<file path="src/rtl/core/frame_rate_median_meter_assert.svh">
// ----------------------------------------------------------------------------
// Assertion macros for the frame rate median meter
// Concurrent assertion helpers, compiled out with ASSERT_OFF.
// ----------------------------------------------------------------------------
`ifndef FRAME_RATE_MEDIAN_METER_ASSERT_SVH
`define FRAME_RATE_MEDIAN_METER_ASSERT_SVH
`ifndef ASSERT_OFF
`define FRMM_ASSERT_IMPL(label, clk, rst_n, prop) \
    label: assert property (@(posedge clk) disable iff (!rst_n) (prop)) \
        else $error("assertion failed");
`define FRMM_NEVER(label, clk, rst_n, cond) \
    label: assert property (@(posedge clk) disable iff (!rst_n) !(cond)) \
        else $error("forbidden condition");
`else
`define FRMM_ASSERT_IMPL(label, clk, rst_n, prop)
`define FRMM_NEVER(label, clk, rst_n, cond)
`endif
`endif

</file>
<file path="src/rtl/core/frmm_pkg.sv">
// ----------------------------------------------------------------------------
// frmm_pkg
// Shared types and constants of the frame rate median meter.
// ----------------------------------------------------------------------------
package frmm_pkg;
    localparam int WINDOW    = 31;
    localparam int IDX_W     = 5;
    localparam logic [13:0] FPS_LIMIT = 14'd9999;
    localparam logic [31:0] TPS_RESET = 32'd1000000000;
    localparam logic [63:0] REFRESH_RESET = 64'd250000000;
    // register byte addresses, 8 bytes apart on the 64-bit bus
    localparam logic [3:0] ADDR_TPS = 4'd0;
    localparam logic [3:0] ADDR_REFRESH = 4'd8;

    typedef enum logic [2:0] {
        ST_IDLE,
        ST_WRITE,
        ST_SCAN,
        ST_DIV,
        ST_OUT
    } state_t;

    typedef struct packed {
        logic        start;
        logic [63:0] num;
        logic [63:0] den;
    } div_req_t;

    typedef struct packed {
        logic        done;
        logic [63:0] quot;
    } div_rsp_t;
endpackage

</file>
<file path="src/rtl/core/frmm_divider.sv">
// ----------------------------------------------------------------------------
// frmm_divider
// Restoring divider, one quotient bit per cycle.
// ----------------------------------------------------------------------------
module frmm_divider
(
    input  logic                clk,
    input  logic                rst_n,
    input  frmm_pkg::div_req_t  req,
    output frmm_pkg::div_rsp_t  rsp
);
    logic [63:0] quot_reg, quot_next;
    logic [64:0] rem_reg, rem_next;
    logic [63:0] den_reg, den_next;
    logic [6:0]  cnt_reg, cnt_next;
    logic        busy_reg, busy_next;
    logic        done_reg, done_next;
    logic [64:0] trial;

    always_comb
    begin
        quot_next = quot_reg;
        rem_next  = rem_reg;
        den_next  = den_reg;
        cnt_next  = cnt_reg;
        busy_next = busy_reg;
        done_next = 1'b0;
        trial     = {rem_reg[63:0], quot_reg[63]};
        if (req.start)
        begin
            quot_next = req.num;
            rem_next  = '0;
            den_next  = req.den;
            cnt_next  = 7'd0;
            busy_next = 1'b1;
        end
        else if (busy_reg)
        begin
            if (trial >= {1'b0, den_reg})
            begin
                rem_next  = trial - {1'b0, den_reg};
                quot_next = {quot_reg[62:0], 1'b1};
            end
            else
            begin
                rem_next  = trial;
                quot_next = {quot_reg[62:0], 1'b0};
            end
            cnt_next = cnt_reg + 7'd1;
            if (cnt_reg == 7'd63)
            begin
                busy_next = 1'b0;
                done_next = 1'b1;
            end
        end
    end

    always_ff @(posedge clk or negedge rst_n)
    begin
        if (!rst_n)
        begin
            busy_reg <= 1'b0;
            done_reg <= 1'b0;
            cnt_reg  <= '0;
        end
        else
        begin
            busy_reg <= busy_next;
            done_reg <= done_next;
            cnt_reg  <= cnt_next;
        end
    end

    always_ff @(posedge clk)
    begin
        quot_reg <= quot_next;
        rem_reg  <= rem_next;
        den_reg  <= den_next;
    end

    assign rsp.done = done_reg;
    assign rsp.quot = quot_reg;
endmodule

</file>
<file path="src/rtl/core/frmm_ring_ram.sv">
// ----------------------------------------------------------------------------
// frmm_ring_ram
// Interval ring, one write port and one registered read port.
// ----------------------------------------------------------------------------
module frmm_ring_ram
(
    input  logic        clk,
    input  logic        we,
    input  logic [4:0]  waddr,
    input  logic [31:0] wdata,
    input  logic [4:0]  raddr,
    output logic [31:0] rdata
);
    logic [31:0] mem [frmm_pkg::WINDOW];

    always_ff @(posedge clk)
    begin
        if (we)
            mem[waddr] <= wdata;
        rdata <= mem[raddr];
    end
endmodule

</file>
<file path="src/rtl/core/frame_rate_median_meter.sv">
// ----------------------------------------------------------------------------
// frame_rate_median_meter
// Sliding-window median interval and rounded frame rate from timestamps.
// ----------------------------------------------------------------------------
// One timestamp per frame transaction. Each event after the first stores its
// interval into a 31-entry ring RAM; when the elapsed ticks reach
// refresh_ticks a readout is made. The upper median is found by a rank count:
// for each candidate i, all n entries are streamed from the single RAM read
// port, and the search stops at the first candidate of matching rank. The
// rate then goes through a bit-serial divider. An event without a readout
// passes through the write state back to idle; one with a readout goes on
// through the scan, divide and output states.
// A finished readout waits in the output register; a second readout that
// finds it still occupied waits in the output state until it has gone. The
// input is stalled in every state but idle.
module frame_rate_median_meter
(
    input  logic        clk,
    input  logic        rst_n,
    input  logic        s_tvalid,
    output logic        s_tready,
    input  logic [63:0] s_tdata,   // [63:0] timestamp
    output logic        m_tvalid,
    input  logic        m_tready,
    output logic [55:0] m_tdata,   // [13:0] fps, [45:14] median, [50:46] samples
    input  logic        psel,
    input  logic        penable,
    input  logic        pwrite,
    input  logic [3:0]  paddr,
    input  logic [63:0] pwdata,
    output logic [63:0] prdata,
    output logic        pready
);
`include "frame_rate_median_meter_assert.svh"

    frmm_pkg::state_t state_reg, state_next;
    logic [31:0] tps_reg;
    logic [63:0] refresh_reg;
    logic [63:0] prev_reg;
    logic        havep_reg;
    logic        havep_d_reg;      // event in the write state had a previous stamp
    logic [63:0] acc_reg;
    logic [4:0]  slot_reg, fill_reg;
    logic [31:0] delta_reg;
    logic [63:0] delta_full_reg;
    logic [4:0]  ci_reg, cj_reg;   // candidate index, streamed index
    logic [5:0]  rd_cnt_reg;       // read beat counter, including the registered RAM read
    logic [31:0] cand_reg;
    logic [4:0]  below_reg, same_reg;
    logic [31:0] med_reg;
    logic [55:0] out_reg;
    logic        oval_reg;

    logic        wr_cyc;
    logic [4:0]  raddr;
    logic [31:0] rdata;
    frmm_pkg::div_req_t dreq;
    frmm_pkg::div_rsp_t drsp;
    logic        s_acc, cfg_wr;
    logic [63:0] delta_full;
    logic [64:0] acc_sum;
    logic        readout;
    logic [4:0]  rank;
    logic        below_hit, same_hit;
    logic [4:0]  below_fin;
    logic [5:0]  bs_fin;
    logic        last_beat, found;
    logic        load_out;

    assign pready = 1'b1;
    assign cfg_wr = psel & penable & pwrite & pready;
    always_comb
    begin
        unique case (paddr)
            frmm_pkg::ADDR_TPS:     prdata = {32'd0, tps_reg};
            frmm_pkg::ADDR_REFRESH: prdata = refresh_reg;
            default:                prdata = '0;
        endcase
    end

    assign s_tready = (state_reg == frmm_pkg::ST_IDLE);
    assign s_acc    = s_tvalid & s_tready;
    assign delta_full = s_tdata - prev_reg;
    assign acc_sum  = {1'b0, acc_reg} + {1'b0, delta_full_reg};
    assign readout  = havep_d_reg && (acc_sum >= {1'b0, refresh_reg});
    assign rank = fill_reg >> 1;

    // the last streamed entry is counted in the same cycle as the decision
    assign below_hit = (rdata < cand_reg);
    assign same_hit  = (rdata == cand_reg);
    assign below_fin = below_reg + {4'd0, below_hit};
    assign bs_fin    = {1'b0, below_fin} + {1'b0, same_reg} + {5'd0, same_hit};
    assign last_beat = (rd_cnt_reg == {1'b0, fill_reg} + 6'd1);
    assign found     = last_beat && (below_fin <= rank) && ({1'b0, rank} < bs_fin);

    assign wr_cyc = (state_reg == frmm_pkg::ST_WRITE) & havep_d_reg;
    assign raddr = cj_reg;

    frmm_ring_ram u_ram
    (
        .clk   (clk),
        .we    (wr_cyc),
        .waddr (slot_reg),
        .wdata (delta_reg),
        .raddr (raddr),
        .rdata (rdata)
    );

    frmm_divider u_div
    (
        .clk   (clk),
        .rst_n (rst_n),
        .req   (dreq),
        .rsp   (drsp)
    );

    // next state
    always_comb
    begin
        state_next = state_reg;
        unique case (state_reg)
            frmm_pkg::ST_IDLE:  if (s_acc) state_next = frmm_pkg::ST_WRITE;
            frmm_pkg::ST_WRITE:
            begin
                if (readout)
                    state_next = frmm_pkg::ST_SCAN;
                else
                    state_next = frmm_pkg::ST_IDLE;
            end
            frmm_pkg::ST_SCAN:  if (found) state_next = frmm_pkg::ST_DIV;
            frmm_pkg::ST_DIV:   if (drsp.done) state_next = frmm_pkg::ST_OUT;
            frmm_pkg::ST_OUT:   if (!oval_reg || m_tready) state_next = frmm_pkg::ST_IDLE;
            default:            state_next = frmm_pkg::ST_IDLE;
        endcase
    end

    // divider launch and output load
    always_comb
    begin
        dreq.start = (state_reg == frmm_pkg::ST_SCAN) && found;
        dreq.num   = {31'd0, tps_reg, 1'b0} + {32'd0, cand_reg};
        dreq.den   = {31'd0, cand_reg, 1'b0};
        load_out   = (state_reg == frmm_pkg::ST_OUT) && (!oval_reg || m_tready);
    end

    always_ff @(posedge clk or negedge rst_n)
    begin
        if (!rst_n)
        begin
            state_reg   <= frmm_pkg::ST_IDLE;
            tps_reg     <= frmm_pkg::TPS_RESET;
            refresh_reg <= frmm_pkg::REFRESH_RESET;
            prev_reg    <= '0;
            havep_reg   <= 1'b0;
            havep_d_reg <= 1'b0;
            acc_reg     <= '0;
            slot_reg    <= '0;
            fill_reg    <= '0;
            oval_reg    <= 1'b0;
            ci_reg      <= '0;
            cj_reg      <= '0;
            rd_cnt_reg  <= '0;
            below_reg   <= '0;
            same_reg    <= '0;
        end
        else
        begin
            state_reg <= state_next;
            if (cfg_wr)
            begin
                unique case (paddr)
                    frmm_pkg::ADDR_TPS:     tps_reg <= pwdata[31:0];
                    frmm_pkg::ADDR_REFRESH: refresh_reg <= pwdata;
                    default: ;
                endcase
            end
            if (load_out)
                oval_reg <= 1'b1;
            else if (oval_reg && m_tready)
                oval_reg <= 1'b0;
            if (s_acc)
            begin
                havep_d_reg <= havep_reg;
                havep_reg   <= 1'b1;
                prev_reg    <= s_tdata;
            end
            if (state_reg == frmm_pkg::ST_WRITE && havep_d_reg)
            begin
                slot_reg <= (slot_reg == 5'(frmm_pkg::WINDOW - 1)) ? 5'd0 : slot_reg + 5'd1;
                if (fill_reg != 5'(frmm_pkg::WINDOW))
                    fill_reg <= fill_reg + 5'd1;
                if (readout)
                begin
                    acc_reg    <= '0;
                    ci_reg     <= '0;
                    cj_reg     <= '0;
                    rd_cnt_reg <= '0;
                    below_reg  <= '0;
                    same_reg   <= '0;
                end
                else
                    acc_reg <= acc_sum[64] ? 64'hFFFFFFFFFFFFFFFF : acc_sum[63:0];
            end
            if (state_reg == frmm_pkg::ST_SCAN)
            begin
                // first beat fetches the candidate itself
                if (rd_cnt_reg == 6'd0)
                begin
                    cj_reg     <= '0;
                    rd_cnt_reg <= 6'd1;
                end
                else if (last_beat)
                begin
                    ci_reg     <= ci_reg + 5'd1;
                    cj_reg     <= ci_reg + 5'd1;
                    rd_cnt_reg <= '0;
                    below_reg  <= '0;
                    same_reg   <= '0;
                end
                else
                begin
                    if (rd_cnt_reg != {1'b0, fill_reg})
                        cj_reg <= cj_reg + 5'd1;
                    rd_cnt_reg <= rd_cnt_reg + 6'd1;
                    if (rd_cnt_reg != 6'd1)
                    begin
                        if (below_hit)     below_reg <= below_reg + 5'd1;
                        else if (same_hit) same_reg  <= same_reg + 5'd1;
                    end
                end
            end
        end
    end

    // payload
    always_ff @(posedge clk)
    begin
        if (s_acc)
        begin
            delta_reg      <= (|delta_full[63:32]) ? 32'hFFFFFFFF : delta_full[31:0];
            delta_full_reg <= delta_full;
        end
        if (state_reg == frmm_pkg::ST_SCAN && rd_cnt_reg == 6'd1)
            cand_reg <= rdata;
        if (dreq.start)
            med_reg <= cand_reg;
        // divider quotient holds until the next launch
        if (load_out)
        begin
            out_reg[13:0]  <= (med_reg == 32'd0) ? 14'd0 :
                              (drsp.quot > 64'(frmm_pkg::FPS_LIMIT)) ?
                              frmm_pkg::FPS_LIMIT : drsp.quot[13:0];
            out_reg[45:14] <= med_reg;
            out_reg[50:46] <= fill_reg;
            out_reg[55:51] <= '0;
        end
    end

    assign m_tvalid = oval_reg;
    assign m_tdata  = out_reg;

    `FRMM_NEVER(a_scan_in_fill, clk, rst_n, state_reg == frmm_pkg::ST_SCAN && ci_reg >= fill_reg)
    `FRMM_ASSERT_IMPL(a_fill_max, clk, rst_n, fill_reg <= 5'(frmm_pkg::WINDOW))
    `FRMM_ASSERT_IMPL(a_out_after_div, clk, rst_n, $rose(oval_reg) |-> $past(state_reg == frmm_pkg::ST_OUT))
endmodule

</file>
<file path="config.mk">
export PLATFORM = sky130hd
export DESIGN_NAME = frame_rate_median_meter
export DESIGN_NICKNAME = d
export VERILOG_FILES = /design/src/rtl/core/frmm_pkg.sv /design/src/rtl/core/frmm_divider.sv /design/src/rtl/core/frmm_ring_ram.sv /design/src/rtl/core/frame_rate_median_meter.sv
export VERILOG_INCLUDE_DIRS = /design/src /design/src/rtl/core
export SDC_FILE = /design/constraint.sdc
export NUM_CORES = 2
export LEC_CHECK = 0
export ABC_CLOCK_PERIOD_IN_PS = 21000
export BUFFER_PORTS_ARGS = -buffer_cell sky130_fd_sc_hd__buf_2
export CORE_MARGIN = 10
export CORE_UTILIZATION = 45
export DETAILED_ROUTE_END_ITERATION = 16
export PLACE_DENSITY_LB_ADDON = 0.3
export SLEW_MARGIN = 20
export SYNTH_ARGS = -nofsm -noshare
export SYNTH_HDL_FRONTEND = slang
export SYNTH_SLANG_ARGS = --single-unit
</file>
<file path="constraint.sdc">
create_clock -name clk -period 21 [get_ports clk]
set_input_delay 2.1 -clock clk [delete_from_list [all_inputs] [get_ports clk]]
set_output_delay 2.1 -clock clk [all_outputs]
set_load 0.1 [all_outputs]
</file>
# After elaboration in Yosys (flattened, before gate mapping)
# Memory sizes are Yosys's and may differ from the RTL's. A register that Yosys moved wholly into a read port is not among the register bits.
# Cells that the tools add are included.
# word_totals
regBits	614
ram_bits	992
inputBits	139
wordCells	154
memories	1
# classes
addsub	16
magnitude_cmp	6
n_eq_ne	17
mux	58
bitwise_logic	4
n_reduce_logical	25
# memory_table
memory	depth	width	rd	rd_clocked_by_memory_dff	wr	line	rtl
u_ram.mem	31	32	1	1	1	frmm_ring_ram.sv:14	logic [31:0] mem [frmm_pkg::WINDOW];
# op_table
op	count
$mux 64	5
$mux 5	27
$pmux 64 s2	1
$add 64x64->65	1
$ge 65x33->1	1
$ge 65x64->1	1
$gt 64x14->1 const B	1
$sub 64x33->64	1
$sub 64x64->64	1
$add 33x32->34	1
$eq 32x32->1	1
$logic_not 32->1	1
$lt 32x32->1	1
$reduce_or 32->1	1
$add 5x1->5 const B	6
$mux 6	5
$pmux 3 s5	1
$mux 14	1
$mux 7	2
$mux 3	4
$mux 1	11
$logic_and 1x1->1	8
$reduce_and 2->1	4
$reduce_bool 2->1	4
30 further kinds	36

# Logic depth before layout (Yosys ltp)
# depth
word_depth	11
ltp_mapped	29
mapped_depth_nobuf	28

# Hierarchy
# A second synthesis with hierarchy kept.
# hier_totals
hier_cells	6310
area_unflattened_um2	81067.8
# modules_own_cells
module	n_inst	cells_per_inst	area_per_inst_um2
frmm_ring_ram	1	1915	38685.9
frame_rate_median_meter	1	3161	30120.1
frmm_divider	1	1234	12261.8

# Worst setup path after synthesis
# Ideal clock, no wire load.
# synth_timing
path_kind	reg2reg
start	register cand_reg[25]
end	register u_div.quot_reg[0] (enable)
setup_ps	418
t_arrival_ps	6250
t_required_ps	20582
setup_slack_ps	14332
path_stages_with_launch	29
period_less_slack_ps	6668
cell_sequence	edfxtp_1 inv_1 ha_1 nand4_1 nor4_1 inv_1 or4_1 nor2_1 o31ai_1 or4b_2 inv_1 ha_1 inv_1 fa_1 inv_1 fa_1 inv_1 ha_1 o21a_1 o21ai_0 nand2b_1 a21oi_1 nor4_1 or4_1 nand2b_1 clkbuf_1 inv_2 nor2_1 inv_1
# synth_via
elab_chain_cells	8
# synth_lines
item	line	rtl
from (decl)	frame_rate_median_meter.sv:48	logic [31:0] cand_reg;
from (signal assigned)	frame_rate_median_meter.sv:244	cand_reg <= rdata;
$lt 32x32->1	frame_rate_median_meter.sv:89	assign below_hit = (rdata < cand_reg);
$add 5x1->5	frame_rate_median_meter.sv:91	assign below_fin = below_reg + {4'd0, below_hit};
$add 5x5->6	frame_rate_median_meter.sv:92	assign bs_fin = {1'b0, below_fin} + {1'b0, same_reg} + {5'd0, same_hit};
$add 6x1->6	frame_rate_median_meter.sv:92	
$lt 4x6->1	frame_rate_median_meter.sv:94	assign found = last_beat && (below_fin <= rank) && ({1'b0, rank} < bs_fin);
$logic_and 1x1->1 *	frame_rate_median_meter.sv:94	
$logic_and 1x1->1 *	frame_rate_median_meter.sv:140	dreq.start = (state_reg == frmm_pkg::ST_SCAN) && found;
$reduce_bool 2->1 (no source line) *	--	
to (signal assigned)	frmm_divider.sv:76	quot_reg <= quot_next;
to (decl)	frmm_divider.sv:12	logic [63:0] quot_reg, quot_next;
# Every way passes the cells marked *; elsewhere a longest branch is shown, timed or not.
# A chain may end at the register's enable or synchronous reset.

# Worst setup path in the final report
# layout_timing
start	register cand_reg[9]
end	register u_div.quot_reg[55] (enable)
# The elaborated chain is that of the path after synthesis.

==> results by group <==
Run status
  – Status: finished, final reports clean

Timing
  – Fmax: 130 MHz
  – Slew Limit Fails: 0
  – Final Cycle Share: 0.366
  – Min Clock Period, post-route: 7.69 ns
  – Worst Skew: 0.0638 ns
  – Relative slew slack: 0.289
  – RSZ-0062 raised after global routing: no
  – Setup TNS: 0 ns
  – Worst setup margin: 13.32 ns
  – Slew @ Worst Pin: 1.07 ns
  – Hold Vio Cnt, Final: 0
  – Final Setup Violations: 0

Die
  – Core area: 169000 um2
  – Cell Rows: 151
  – Full die area: 187000 um2
  – Ports: 262
  – Die width: 432 um
  – Starting density of the core: 0.452
  – Die Y: 432 um

Worst setup path
  – Critical path class: reg -> reg
  – WP data required: 21.43 ns
  – Setup crit end kind: register
  – CP top delay family: simple AND/OR/NAND/NOR gates
  – Crit-path most repeated cell: inv_1
  – Crit start category: register
  – CP arrival: 8.12 ns
  – Crit path max fanout: 73
  – Crit path buffers/inverters: 9
  – CP max stage delay: 0.72 ns
  – Slowest cell on crit path: buf_4

Clock network
  – CTS tree: built
  – Post-CTS Setup Bufs: 0
  – CTS max path bufs: 3
  – CTS Hold Buffers Added: 0
  – Worst-Skew Late Latency: 0.82 ns
  – H-Tree Depth: 4
  – Resize count post-CTS: 0
  – CTS Sinks: 1638
  – CTS Buf Count: 167
  – Clock transition at path regs: 0.06 ns
  – Clk root buf: clkbuf_16

Cells and area
  – Final net count: 6320
  – Post-route cell area: 86000 um2
  – Commonest non-fill, non-tap cell in the layout: edfxtp_1
  – Highest-count cells in the layout ignoring fill and taps: edfxtp_1 (1267), nand2_1 (510), o21ai_0 (409)
  – Fill cells: 14079
  – Area of the multi-input gates: 27800 um2
  – Ratio of cells with drive above 1 in the final layout: 0.175
  – Syn-to-layout area delta: 12.4%
  – Register Area: 46900 um2
  – Top reg by flops: u_ram.mem
  – Max reg flops: 992

Global route
  – Total grt overflow: 0
  – Met2 usage: 0.346
  – Pin count of the biggest net entering global routing: 162
  – First-pass GRT wire length: 309000 um
  – Global routing usage on met1: 0.311
  – Initial antenna violation count: 23
  – GRT Overall Usage: 0.218
  – Number of global-route vias before repair: 46876
  – Grt met3 use: 0.0320
  – Busiest grt layer: met2

Power
  – Clock power share: 0.249
  – Switching Fraction: 0.375
  – Total net switching power: 4.43 mW
  – Combinational power share: 0.383
  – Share of total power in sequential cells: 0.368
  – Max VDD drop: 0.0000823 V
  – Leak: 30.9 nW
  – Power density cells: 137 nW/um2
  – Int Pwr: 7.39 mW

Min path
  – Worst Hold Class: reg -> reg

Route
  – Final wirelength: 209000 um
  – Detail Route Antenna Nets: 0
  – DRC viols: 0
  – TritonRoute pass-1 iters: 7
  – DR iter-0 viols: 5142
  – Detailed-route via count: 48741
  – DR WL/cell: 25.4 um
  – Via/cell ratio: 5.92

Logic synthesis
  – Mux cell area share after synthesis: 0.100
  – Synth Area in XOR/XNOR: 0.0262
  – Synthesized netlist cell count: 5632
  – Synth Area in Simple Gates: 0.0815
  – Combinational family with the most area after synthesis: multiplexers
  – Asr flop ratio synth: 0.168
  – Post-synthesis sequential area ratio: 0.613
  – Syn avg cell area: 13.6 um2
  – EDFF count, synth: 1267
  – Seq cells post-synth: 1638
  – Main synth FF type: edfxtp_1
  – Compound-gate portion of the synthesized area: 0.0988
  – Synth warn: 0
  – Cell Area, Synth: 76500 um2
  – Cell variety after synth: 95
  – Post-synthesis adder-cell area fraction: 0.0528

Placement
  – Cell area after placement: 80400 um2
  – Placer congestion estimate: 0.937
  – Dpl ws: 13.33 ns
  – Detailed Place HPWL: 141000 um
  – Port Buf Inserts: 255

Flow run
  – Maxcap violations: 0
==> worst register-to-register path, delay by kind of cell (launching register included) <==
kind	cells	cell delay [ns]
AOI/OAI and AO/OA	9	1.41
buffers and inverters	9	1.97
adders and majority gates	5	1.38
DFF	1	0.41
and+or+nand+nor	6	2.05
==> cells in the mapped netlist (all sizes together) (9+ instances only) <==
library cell / n / area (um2)
a311oi: 14 / 123
a21boi: 12 / 93.8
o21bai: 26 / 195
and2: 49 / 307
edfxtp: 1267 / 38000
o31a: 9 / 78.8
nor2: 233 / 875
o21a: 43 / 323
ha: 313 / 3920
dfxtp: 96 / 1920
clkbuf: 228 / 856
a21o: 140 / 1050
and3: 50 / 313
buf: 47 / 239
or3: 28 / 175
nand4: 75 / 469
o211ai: 23 / 173
mux2: 68 / 766
a211oi: 29 / 218
o31ai: 20 / 164
xor2: 93 / 815
mux4: 288 / 6490
nand2b: 36 / 225
nor2b: 22 / 138
a2111oi: 10 / 87.6
o2111ai: 9 / 78.8
nand3: 69 / 350
and4: 10 / 87.6
nor4: 43 / 284
inv: 272 / 1020
mux2i: 42 / 420
nor3: 74 / 387
a31oi: 33 / 206
o21ai: 425 / 2130
nand4b: 32 / 280
or2: 14 / 87.6
or4: 14 / 109
a22o: 54 / 473
xnor2: 136 / 1190
a21oi: 286 / 1440
dfstp: 26 / 683
dfrtp: 249 / 6230
nand2: 510 / 1910
==> worst paths after layout <==
kind	endpoint	startpoint	cells after the start	slack [ns]
min	cand_reg[30]$_DFFE_PP_	u_ram.rdata[30]$_DFF_P_	0	0.44
max reg2reg	u_div.quot_reg[55]$_SDFFCE_PP0P_	cand_reg[9]$_DFFE_PP_	29	13.32
max in group asynchronous	tps_reg[7]$_DFFE_PN0P_	rst_n	4	17.00
min reg2reg	cand_reg[30]$_DFFE_PP_	u_ram.rdata[30]$_DFF_P_	0	0.44
max	u_div.quot_reg[55]$_SDFFCE_PP0P_	cand_reg[9]$_DFFE_PP_	29	13.32
min in group asynchronous	u_div.cnt_reg[0]$_DFFE_PN0P_	rst_n	1	1.18
==> logic make-up (layout without fill, tap and decap cells) <==
family / count (synthesis) / after routing
AOI/OAI and AO/OA: 1213 / 1213
adders and majority gates: 319 / 319
xor gates and xnor gates: 229 / 229
muxes: 398 / 398
buffers and inverters: 547 / 917
and+or+nand+nor: 1286 / 1286
other: 2 / 18
DFF: 1638 / 1638
==> layout make-up <==
type                    instances  area share
inverters                     272      0.0119
diodes                         12    0.000349
well taps                    2218      0.0323
clock buffers                 210      0.0524
clock inverters               103      0.0115
flip-flops and latches       1638       0.545
repair buffers                332      0.0225
multi-input cells            3451       0.324
==> stage by stage <==
stage                     power [mW]  std cells   util  hold slack (ns)
after detailed placement        8.86       7903  0.475            0.423
after global routing            12.5       8232  0.508            0.447
after CTS                       11.8       8216  0.507            0.439
after global placement          8.81       7903  0.475            0.418
after floorplan                 7.51       5636      -            0.408
final                           11.8       8236  0.508            0.437
==> metal layers <==
metal  wire [um]  vias to the layer above
met3       13900                      333
met1       90500                    24700
met4        5920                       18
li1            -                    21916
met5         113                        -
met2       98400                     1774
==> power by group through the flow <==
stage | registers, mW | clock network, mW | logic, mW
floorplan | 4.23 | 0 | 3.28
global placement | 4.39 | 0 | 4.42
global route | 4.39 | 3.12 | 4.96
detailed placement | 4.41 | 0 | 4.46
finish | 4.35 | 2.95 | 4.53
CTS | 4.34 | 3.00 | 4.49
(Power assumes the default switching activity.)
